`config.mk`:
```
export PLATFORM = sky130hd
export DESIGN_NAME = utf16_to_utf8_transcoder_top_flat
export DESIGN_NICKNAME = d
export VERILOG_FILES = /design/src/hw/rtl/u16u8_pkg.sv /design/src/hw/rtl/u16u8_if.sv /design/src/hw/rtl/u16u8_front.sv /design/src/hw/rtl/u16u8_queue.sv /design/src/hw/rtl/u16u8_back.sv /design/src/hw/rtl/utf16_to_utf8_transcoder_top.sv /design/src/flat_wrapper.sv
export SDC_FILE = /design/constraint.sdc
export NUM_CORES = 1
export LEC_CHECK = 0
export ABC_AREA = 1
export BUFFER_PORTS_ARGS = -buffer_cell sky130_fd_sc_hd__buf_2
export CORE_MARGIN = 5
export CORE_UTILIZATION = 45
export CTS_CLUSTER_SIZE = 8
export DETAILED_ROUTE_END_ITERATION = 7
export GPL_TIMING_DRIVEN = 0
export PLACE_DENSITY = 0.7
export SLEW_MARGIN = 40
export SYNTH_ARGS = -nofsm -noshare
export SYNTH_HDL_FRONTEND = slang
export SYNTH_SLANG_ARGS = --single-unit
```
`constraint.sdc`:
```
create_clock -name clk -period 4.2 [get_ports clk]
set_clock_uncertainty 0.1 [all_clocks]
set_input_delay 0.84 -clock clk [delete_from_list [all_inputs] [get_ports clk]]
set_output_delay 0.84 -clock clk [all_outputs]
set_load 0.05 [all_outputs]
```
`src/hw/rtl/u16u8_pkg.sv`:
```
// ----------------------------------------------------------------------------
// u16u8_pkg
// Shared types, constants and UTF-8 length and byte functions of the UTF-16 to UTF-8
// transcoder.
// ----------------------------------------------------------------------------
package u16u8_pkg;

	localparam int unsigned UnitW  = 16;
	localparam int unsigned CpW    = 21;
	localparam int unsigned HighW  = 10;

	// queue between front and back; depth must be a power of two
	localparam int unsigned QDepth = 2;
	localparam int unsigned QAw    = $clog2(QDepth);

	localparam logic [UnitW-1:0] HighFirst = 16'hd800;
	localparam logic [UnitW-1:0] HighLast  = 16'hdbff;
	localparam logic [UnitW-1:0] LowFirst  = 16'hdc00;
	localparam logic [UnitW-1:0] LowLast   = 16'hdfff;
	localparam logic [CpW-1:0]   SuppBase  = 21'h10000;
	localparam logic [CpW-1:0]   ReplChar  = 21'h00fffd;

	// byte count minus one of a UTF-8 sequence
	typedef enum logic [1:0] {
		LEN_1 = 2'd0,
		LEN_2 = 2'd1,
		LEN_3 = 2'd2,
		LEN_4 = 2'd3
	} len_t;

	// one unit of work for the serializer: an optional U+FFFD ahead of
	// an optional main character
	typedef struct packed {
		logic           repl;
		logic           has_main;
		logic [CpW-1:0] cp;
		logic           bad;
	} job_t;

	typedef struct packed {
		logic push;
		job_t job;
	} push_t;

	function automatic len_t utf8_len(logic [CpW-1:0] cp);
		len_t l;
		if (cp < 21'h80) begin
			l = LEN_1;
		end else if (cp < 21'h800) begin
			l = LEN_2;
		end else if (cp < 21'h10000) begin
			l = LEN_3;
		end else begin
			l = LEN_4;
		end
		return l;
	endfunction

	function automatic logic [7:0] utf8_byte(logic [CpW-1:0] cp, len_t len,
			logic [1:0] idx);
		logic [7:0] b;
		b = 8'h00;
		case (len)
			LEN_1: b = {1'b0, cp[6:0]};
			LEN_2: begin
				case (idx)
					2'd0:    b = {3'b110, cp[10:6]};
					default: b = {2'b10, cp[5:0]};
				endcase
			end
			LEN_3: begin
				case (idx)
					2'd0:    b = {4'b1110, cp[15:12]};
					2'd1:    b = {2'b10, cp[11:6]};
					default: b = {2'b10, cp[5:0]};
				endcase
			end
			LEN_4: begin
				case (idx)
					2'd0:    b = {5'b11110, cp[20:18]};
					2'd1:    b = {2'b10, cp[17:12]};
					2'd2:    b = {2'b10, cp[11:6]};
					default: b = {2'b10, cp[5:0]};
				endcase
			end
			default: b = 8'h00;
		endcase
		return b;
	endfunction

endpackage

```
`src/hw/rtl/u16u8_if.sv`:
```
// ----------------------------------------------------------------------------
// u16u8 channel interfaces
// Valid/ready channels for code units in and UTF-8 bytes out.
// ----------------------------------------------------------------------------
interface u16u8_in_if;
	logic        valid;
	logic        ready;
	logic [15:0] code_unit;
	logic        end_of_input;

	modport source (output valid, output code_unit, output end_of_input, input ready);
	modport sink   (input valid, input code_unit, input end_of_input, output ready);
endinterface

interface u16u8_out_if;
	logic       valid;
	logic       ready;
	logic [7:0] out_byte;
	logic       last_of_run;
	logic       malformed;

	modport source (output valid, output out_byte, output last_of_run,
		output malformed, input ready);
	modport sink   (input valid, input out_byte, input last_of_run,
		input malformed, output ready);
endinterface

```
`src/hw/rtl/u16u8_front.sv`:
```
// ----------------------------------------------------------------------------
// u16u8_front
// Accepts code units, applies byte swap, pairs surrogates and turns each
// unit into a job for the serializer, except a high surrogate that it holds.
// ----------------------------------------------------------------------------
module u16u8_front (
	input  logic                 clk,
	input  logic                 arst_n,
	input  logic                 cfg_we,
	input  logic                 cfg_wdata,
	u16u8_in_if.sink             in_ch,
	input  logic                 q_full,
	output u16u8_pkg::push_t     push
);
	import u16u8_pkg::*;

	logic             swap_q;
	logic             pend_valid_q;
	logic [HighW-1:0] pend_hi_q;

	logic [UnitW-1:0] u;
	logic             is_high;
	logic             is_low;
	logic             eoi;
	logic             acc;

	assign in_ch.ready = !q_full;
	assign acc         = in_ch.valid && in_ch.ready;
	assign eoi         = in_ch.end_of_input;
	assign u           = swap_q ? {in_ch.code_unit[7:0], in_ch.code_unit[15:8]}
	                            : in_ch.code_unit;
	assign is_high     = (u >= HighFirst) && (u <= HighLast);
	assign is_low      = (u >= LowFirst) && (u <= LowLast);

	always_comb begin
		push.job.repl     = 1'b0;
		push.job.has_main = 1'b0;
		push.job.cp       = {{(CpW-UnitW){1'b0}}, u};
		push.job.bad      = 1'b0;
		if (pend_valid_q && is_low) begin
			push.job.has_main = 1'b1;
			push.job.cp       = {1'b0, pend_hi_q, u[HighW-1:0]} + SuppBase;
		end else begin
			// broken pair: replacement ahead of the unit itself
			push.job.repl = pend_valid_q;
			if (is_high) begin
				push.job.has_main = eoi;
				push.job.cp       = ReplChar;
				push.job.bad      = 1'b1;
			end else begin
				push.job.has_main = 1'b1;
			end
		end
		push.push = acc && (push.job.repl || push.job.has_main);
	end

	always_ff @(posedge clk or negedge arst_n) begin
		if (!arst_n) begin
			swap_q       <= 1'b0;
			pend_valid_q <= 1'b0;
			pend_hi_q    <= '0;
		end else begin
			if (cfg_we) begin
				swap_q <= cfg_wdata;
			end
			if (acc) begin
				if (is_high && !eoi && !(pend_valid_q && is_low)) begin
					pend_valid_q <= 1'b1;
					pend_hi_q    <= u[HighW-1:0];
				end else begin
					pend_valid_q <= 1'b0;
					pend_hi_q    <= '0;
				end
			end
		end
	end

endmodule

```
`src/hw/rtl/u16u8_queue.sv`:
```
// ----------------------------------------------------------------------------
// u16u8_queue
// Short job queue that decouples the classifier from the byte serializer.
// ----------------------------------------------------------------------------
module u16u8_queue (
	input  logic                 clk,
	input  logic                 arst_n,
	input  u16u8_pkg::push_t     push,
	input  logic                 pop,
	output logic                 full,
	output logic                 empty,
	output u16u8_pkg::job_t      head
);
	import u16u8_pkg::*;

	job_t           mem_q [QDepth];
	logic [QAw-1:0] wr_ptr_q;
	logic [QAw-1:0] rd_ptr_q;
	logic [QAw:0]   count_q;

	assign full  = (count_q == (QAw+1)'(QDepth));
	assign empty = (count_q == '0);
	assign head  = mem_q[rd_ptr_q];

	always_ff @(posedge clk) begin
		if (push.push) begin
			mem_q[wr_ptr_q] <= push.job;
		end
	end

	always_ff @(posedge clk or negedge arst_n) begin
		if (!arst_n) begin
			wr_ptr_q <= '0;
			rd_ptr_q <= '0;
			count_q  <= '0;
		end else begin
			if (push.push) begin
				wr_ptr_q <= wr_ptr_q + 1'b1;
			end
			if (pop) begin
				rd_ptr_q <= rd_ptr_q + 1'b1;
			end
			case ({push.push, pop})
				2'b10:   count_q <= count_q + 1'b1;
				2'b01:   count_q <= count_q - 1'b1;
				default: count_q <= count_q;
			endcase
		end
	end

endmodule

```
`src/hw/rtl/u16u8_back.sv`:
```
// ----------------------------------------------------------------------------
// u16u8_back
// Serializes queued jobs into UTF-8 bytes, one byte per cycle while the
// receiver is ready, through a registered output stage.
// ----------------------------------------------------------------------------
module u16u8_back (
	input  logic                 clk,
	input  logic                 arst_n,
	input  logic                 q_empty,
	input  u16u8_pkg::job_t      head,
	output logic                 pop,
	u16u8_out_if.source          out_ch
);
	import u16u8_pkg::*;

	logic           busy_q;
	logic [CpW-1:0] cp_q;
	logic           bad_q;
	logic [1:0]     idx_q;
	logic           second_q;
	logic [CpW-1:0] second_cp_q;
	logic           second_bad_q;

	logic           out_valid_q;
	logic [7:0]     out_byte_q;
	logic           out_last_q;
	logic           out_bad_q;

	logic           step;
	logic           emit;
	logic [CpW-1:0] e_cp;
	logic           e_bad;
	logic [1:0]     e_idx;
	logic           e_second;
	logic [CpW-1:0] e_second_cp;
	logic           e_second_bad;
	len_t           e_len;
	logic           e_end;

	assign step = !out_valid_q || out_ch.ready;
	assign emit = step && (busy_q || !q_empty);
	assign pop  = step && !busy_q && !q_empty;

	// current character: the one in flight, or straight from the queue head
	always_comb begin
		if (busy_q) begin
			e_cp         = cp_q;
			e_bad        = bad_q;
			e_idx        = idx_q;
			e_second     = second_q;
			e_second_cp  = second_cp_q;
			e_second_bad = second_bad_q;
		end else if (head.repl) begin
			e_cp         = ReplChar;
			e_bad        = 1'b1;
			e_idx        = 2'd0;
			e_second     = head.has_main;
			e_second_cp  = head.cp;
			e_second_bad = head.bad;
		end else begin
			e_cp         = head.cp;
			e_bad        = head.bad;
			e_idx        = 2'd0;
			e_second     = 1'b0;
			e_second_cp  = head.cp;
			e_second_bad = head.bad;
		end
		e_len = utf8_len(e_cp);
		e_end = (e_idx == 2'(e_len));
	end

	always_ff @(posedge clk or negedge arst_n) begin
		if (!arst_n) begin
			busy_q      <= 1'b0;
			out_valid_q <= 1'b0;
		end else begin
			if (step) begin
				out_valid_q <= emit;
			end
			if (emit) begin
				busy_q <= !e_end || e_second;
			end
		end
	end

	always_ff @(posedge clk) begin
		if (emit) begin
			out_byte_q <= utf8_byte(e_cp, e_len, e_idx);
			out_last_q <= e_end && !e_second;
			out_bad_q  <= e_bad;
			if (!e_end) begin
				cp_q         <= e_cp;
				bad_q        <= e_bad;
				idx_q        <= e_idx + 2'd1;
				second_q     <= e_second;
				second_cp_q  <= e_second_cp;
				second_bad_q <= e_second_bad;
			end else begin
				// advance to the character behind the replacement
				cp_q         <= e_second_cp;
				bad_q        <= e_second_bad;
				idx_q        <= 2'd0;
				second_q     <= 1'b0;
				second_cp_q  <= e_second_cp;
				second_bad_q <= e_second_bad;
			end
		end
	end

	assign out_ch.valid       = out_valid_q;
	assign out_ch.out_byte    = out_byte_q;
	assign out_ch.last_of_run = out_last_q;
	assign out_ch.malformed   = out_bad_q;

endmodule

```
`src/hw/rtl/utf16_to_utf8_transcoder_top.sv`:
```
// ----------------------------------------------------------------------------
// utf16_to_utf8_transcoder_top
// UTF-16 code units in, UTF-8 bytes out, with surrogate pairing and repair.
// ----------------------------------------------------------------------------
// Usage:
//   in_ch  (valid/ready): one 16-bit code unit per item; end_of_input on the
//          final unit of a string turns a high surrogate there into U+FFFD.
//   out_ch (valid/ready): one UTF-8 byte per item; last_of_run marks the final
//          byte caused by one input unit, malformed marks U+FFFD repair bytes.
//   cfg_we/cfg_wdata: byte-swap bit for reversed byte order; write while idle.
// Timing:
//   The first byte of a unit passes the job queue and the output register.
//   The serializer emits one byte per cycle while the receiver is ready; a
//   unit produces one to six bytes (zero for a held high surrogate), and
//   typical text one to three per unit. A two-entry job queue lets the input
//   side accept one unit per cycle while the output drains, until it fills.
// Reset clears the swap bit, any held surrogate, the queue and the output
// register. When the receiver stalls, the output byte holds, the queue fills
// and then in_ch.ready drops until room frees up.
// ----------------------------------------------------------------------------
module utf16_to_utf8_transcoder_top (
	input  logic         clk,
	input  logic         arst_n,
	input  logic         cfg_we,
	input  logic         cfg_wdata,
	u16u8_in_if.sink     in_ch,
	u16u8_out_if.source  out_ch
);
	import u16u8_pkg::*;

	push_t push;
	job_t  head;
	logic  q_full;
	logic  q_empty;
	logic  pop;

	u16u8_front u_front (
		.clk       (clk),
		.arst_n    (arst_n),
		.cfg_we    (cfg_we),
		.cfg_wdata (cfg_wdata),
		.in_ch     (in_ch),
		.q_full    (q_full),
		.push      (push)
	);

	u16u8_queue u_queue (
		.clk    (clk),
		.arst_n (arst_n),
		.push   (push),
		.pop    (pop),
		.full   (q_full),
		.empty  (q_empty),
		.head   (head)
	);

	u16u8_back u_back (
		.clk     (clk),
		.arst_n  (arst_n),
		.q_empty (q_empty),
		.head    (head),
		.pop     (pop),
		.out_ch  (out_ch)
	);

endmodule

```
`src/flat_wrapper.sv`:
```
// flat-port wrapper written by rule: the top's interface ports become plain ports
module utf16_to_utf8_transcoder_top_flat import u16u8_pkg::*;
  (clk, arst_n, cfg_we, cfg_wdata, in_ch_valid, in_ch_code_unit, in_ch_end_of_input, in_ch_ready, out_ch_valid, out_ch_out_byte, out_ch_last_of_run, out_ch_malformed, out_ch_ready);
  u16u8_in_if in_ch_i ();
  u16u8_out_if out_ch_i ();
  input  logic clk;
  input  logic arst_n;
  input  logic cfg_we;
  input  logic cfg_wdata;
  input wire logic [$bits(in_ch_i.valid)-1:0] in_ch_valid;
  input wire logic [$bits(in_ch_i.code_unit)-1:0] in_ch_code_unit;
  input wire logic [$bits(in_ch_i.end_of_input)-1:0] in_ch_end_of_input;
  output wire logic [$bits(in_ch_i.ready)-1:0] in_ch_ready;
  output wire logic [$bits(out_ch_i.valid)-1:0] out_ch_valid;
  output wire logic [$bits(out_ch_i.out_byte)-1:0] out_ch_out_byte;
  output wire logic [$bits(out_ch_i.last_of_run)-1:0] out_ch_last_of_run;
  output wire logic [$bits(out_ch_i.malformed)-1:0] out_ch_malformed;
  input wire logic [$bits(out_ch_i.ready)-1:0] out_ch_ready;
  assign in_ch_i.valid = in_ch_valid;
  assign in_ch_i.code_unit = in_ch_code_unit;
  assign in_ch_i.end_of_input = in_ch_end_of_input;
  assign in_ch_ready = in_ch_i.ready;
  assign out_ch_valid = out_ch_i.valid;
  assign out_ch_out_byte = out_ch_i.out_byte;
  assign out_ch_last_of_run = out_ch_i.last_of_run;
  assign out_ch_malformed = out_ch_i.malformed;
  assign out_ch_i.ready = out_ch_ready;
  utf16_to_utf8_transcoder_top u_core (.clk(clk), .arst_n(arst_n), .cfg_we(cfg_we), .cfg_wdata(cfg_wdata), .in_ch(in_ch_i), .out_ch(out_ch_i));
endmodule
```
==> metrics.txt <==
run status finished clean; ANT nets after route 0; top cell family by delay on the critical path compound AO/OA/AOI/OAI gates; Yosys reg bits between 100 and 150; initial antenna violation count 0; Net Sw Power between 2 and 3 mW; fin nets between 700 and 800; core area about 14,000 um^2; Bufs on Longest Clock Path 2; crit path max fanout 10; Synth Area per Inst roughly 9.2 um^2; DRC violations left 0; setup TNS 0 ns; period utilisation layout roughly three quarters; H-tree depth 4; setup ws final slightly above 1 ns; Worst-Skew Late Latency 0.42 ns; first-pass GRT wire length between 20,000 and 25,000 um; post-CTS setup buffer count 0; peak supply drop between 0.3 and 0.4 mV; Yosys warning total 0; sequential power share between 30% and 40%; 1st-pass router iterations 5; Post-Synthesis Cells 675; LEAKAGE 3.23 nW; GR Util All Layers 18.6%; DP HPWL about 11,000 um; pre-CTS setup slack between 0.7 and 0.8 ns; final setup fails 0; Final Wtd Congestion about 0.9; worst stage delay on the critical path about 0.5 ns; slowest CP cell nor2_1; Root Buffer clkbuf_16; fmax between 300 and 400 MHz; Wirelength per Cell 15.4 um; mapped cell area about 6200 um^2; die width about 130 um; fin area about 7400 um^2; grt ovf 0; synth unique cells 43; Hold Path Class in -> async; Crit Path Category reg -> reg; post_cts resized 0; diode count 0; MaxCap Viol Count 0; commonest cells after routing, fill and taps aside nand2_1, edfxtp_1, inv_1, nor2_1; dpl cell area a little under 7000 um^2; sequential element share of the synthesized area around 58%; die height ~130 um; crit end category flop; total CTS buffers 17; Tmin final about 3.2 ns; ys flop type edfxtp_1; CTS tree built; critical path arrival 3.36 ns; vias in the first global route 4,786; combinational share of power between 40% and 50%; # IOs 35; Syn-to-layout area delta 18.9%; pin count of the biggest net entering global routing 22; EDFF count, synth ~110; RSZ-0062 raised after global routing false; final hold viol count 0; Routed WL ~14,000 um; via count around 4.8k; hold buffers post-CTS 0; power density cells approximately 900 nW/um^2; Die ar. between 15,000 and 20,000 um^2; Clock power frac 25.1%; WP data required 4.40 ns; crit path cell chain buf_2 -> o21ai_0 -> nand4_1 -> nor2_1 -> nand2_1 -> o21ai_2 -> ha_1 -> a21oi_1 -> o21ai_0 -> xnor2_1; Bufs and invs on worst path 1; Slew Limit Fails 0; clk sinks 123; Starting Density between 40 and 50%; Worst Setup Start Kind flop; Post-synth ARST share approximately 15%; Avg Vias per Cell 5.13; share of layout cells above drive strength 1 between 10% and 20%; Worst-path clk slew about 0.050 ns; Detailed Route Iter0 Violations 366; FP Rows 43; Post-Syn Nets between 700 and 800; worst slew pin tran between 0.7 and 0.8 ns; cell internal pwr 3.99 mW; PortBufs 34; Fill cells between 1k and 1.5k; most common cell after layout, fill and taps aside nand2_1; switch share between 30% and 40%; max_slew headroom a little over half; Crit path top cell by count o21ai_0
==> state kept, by name (all words and copies together), names as in the netlist, 2 cells and up <==
signal,cells
u_core.u_back.cp_q,21
u_core.u_front.pend_hi_q,10
u_core.u_queue.mem_q,48
u_core.u_back.second_cp_q,21
u_core.u_queue.count_q,2
u_core.u_back.out_ch.out_byte,8
u_core.u_back.idx_q,2
==> cells by family (layout without fill, tap and decap cells) <==
logic type	Yosys count	in the layout	synth area share (%)
AO/OA/AOI/OAI	118	118	11.4
XOR/XNOR	5	5	0.702
adder cells (fa/ha/maj)	6	6	1.20
buffers and inverters	122	193	8.92
flip-flops	123	123	57.7
multiplexers	2	2	0.321
AND/OR/NAND/NOR	299	299	19.7
==> power by group through the flow <==
stage / sequential [mW] / clock, mW / combinational (mW)
floorplan: 2.28 / 0 / 1.89
global placement: 2.13 / 0 / 2.68
detailed placement: 2.13 / 0 / 2.81
CTS: 2.11 / 1.67 / 2.82
global route: 2.14 / 1.73 / 3.15
finish: 2.11 / 1.65 / 2.83
==> per-layer routing <==
| layer | track usage (%) | wire (um) | vias to the layer above |
|---|---|---|---|
| li1 | - | - | 2363 |
| met1 | 23.3 | 6150 | 2201 |
| met2 | 30.7 | 6840 | 159 |
| met3 | 4.13 | 860 | 27 |
| met4 | 8.55 | 382 | 0 |
| met5 | 0 | 0 | - |
==> through the flow <==
step / cells / hold WS, ns / utilization, % / power (mW)
5_1_grt: 926 / 0.284 / 54.1 / 7.02
3_3_place_gp: 889 / 0.398 / 48.4 / 4.81
2_1_floorplan: 675 / 0.383 / - / 4.17
6_report: 926 / 0.251 / 54.1 / 6.59
4_1_cts: 926 / 0.254 / 54.1 / 6.60
3_5_place_dp: 894 / 0.424 / 49.2 / 4.94
==> path summary, 6_finish.rpt <==
check	slack, ns	cells after the start	startpoint	endpoint
setup / recovery	1.04	10	u_core.u_front.swap_q	u_core.u_queue.count_q[1]
hold / removal	0.25	1	arst_n	u_core.u_front.swap_q
setup reg to reg	1.04	10	u_core.u_front.swap_q	u_core.u_queue.count_q[1]
hold reg to reg	0.44	1	u_core.u_queue.count_q[1]	u_core.u_queue.count_q[1]
max in group asynchronous	3.45	1	arst_n	u_core.u_front.pend_hi_q[0]
min in group clk	0.44	1	u_core.u_queue.count_q[1]	u_core.u_queue.count_q[1]
==> cell type report <==
class                      count  area (um^2)  area share (%)
buffer                        24          181            2.45
tap                          180          225            3.04
timing repair buffer          39          258            3.47
clock inverter                14          240            3.24
clock buffer                  18          429            5.78
inverter                      98          375            5.06
multi-input combinational    430         2110            28.4
sequential                   123         3600            48.6
==> synth_stat cells (2+ instances only) <==
master     number  share of area, %
a21oi_1        15               1.2
buf_1           2              0.12
buf_2           4              0.32
buf_6          11               2.0
clkbuf_1        6              0.36
clkinv_1        3              0.18
dfrtp_1        18               7.2
edfxtp_1      105                51
ha_1            6               1.2
inv_1          91               5.5
inv_2           2              0.12
mux2i_1         2              0.32
nand2_1       198                12
nand2_2         8              0.80
nand3_1        19               1.5
nand4_1         5              0.50
nor2_1         54               3.2
o2111ai_1       2              0.28
o211ai_1        6              0.72
o21a_1          4              0.48
o21ai_0        38               3.0
o21ai_1        12              0.96
o21ai_2         9               1.3
o22ai_1        27               2.7
or2_1           3              0.30
or2_2           5              0.50
xnor2_1         2              0.28
xor2_1          3              0.42
Power figures use the tool's default switching activity.
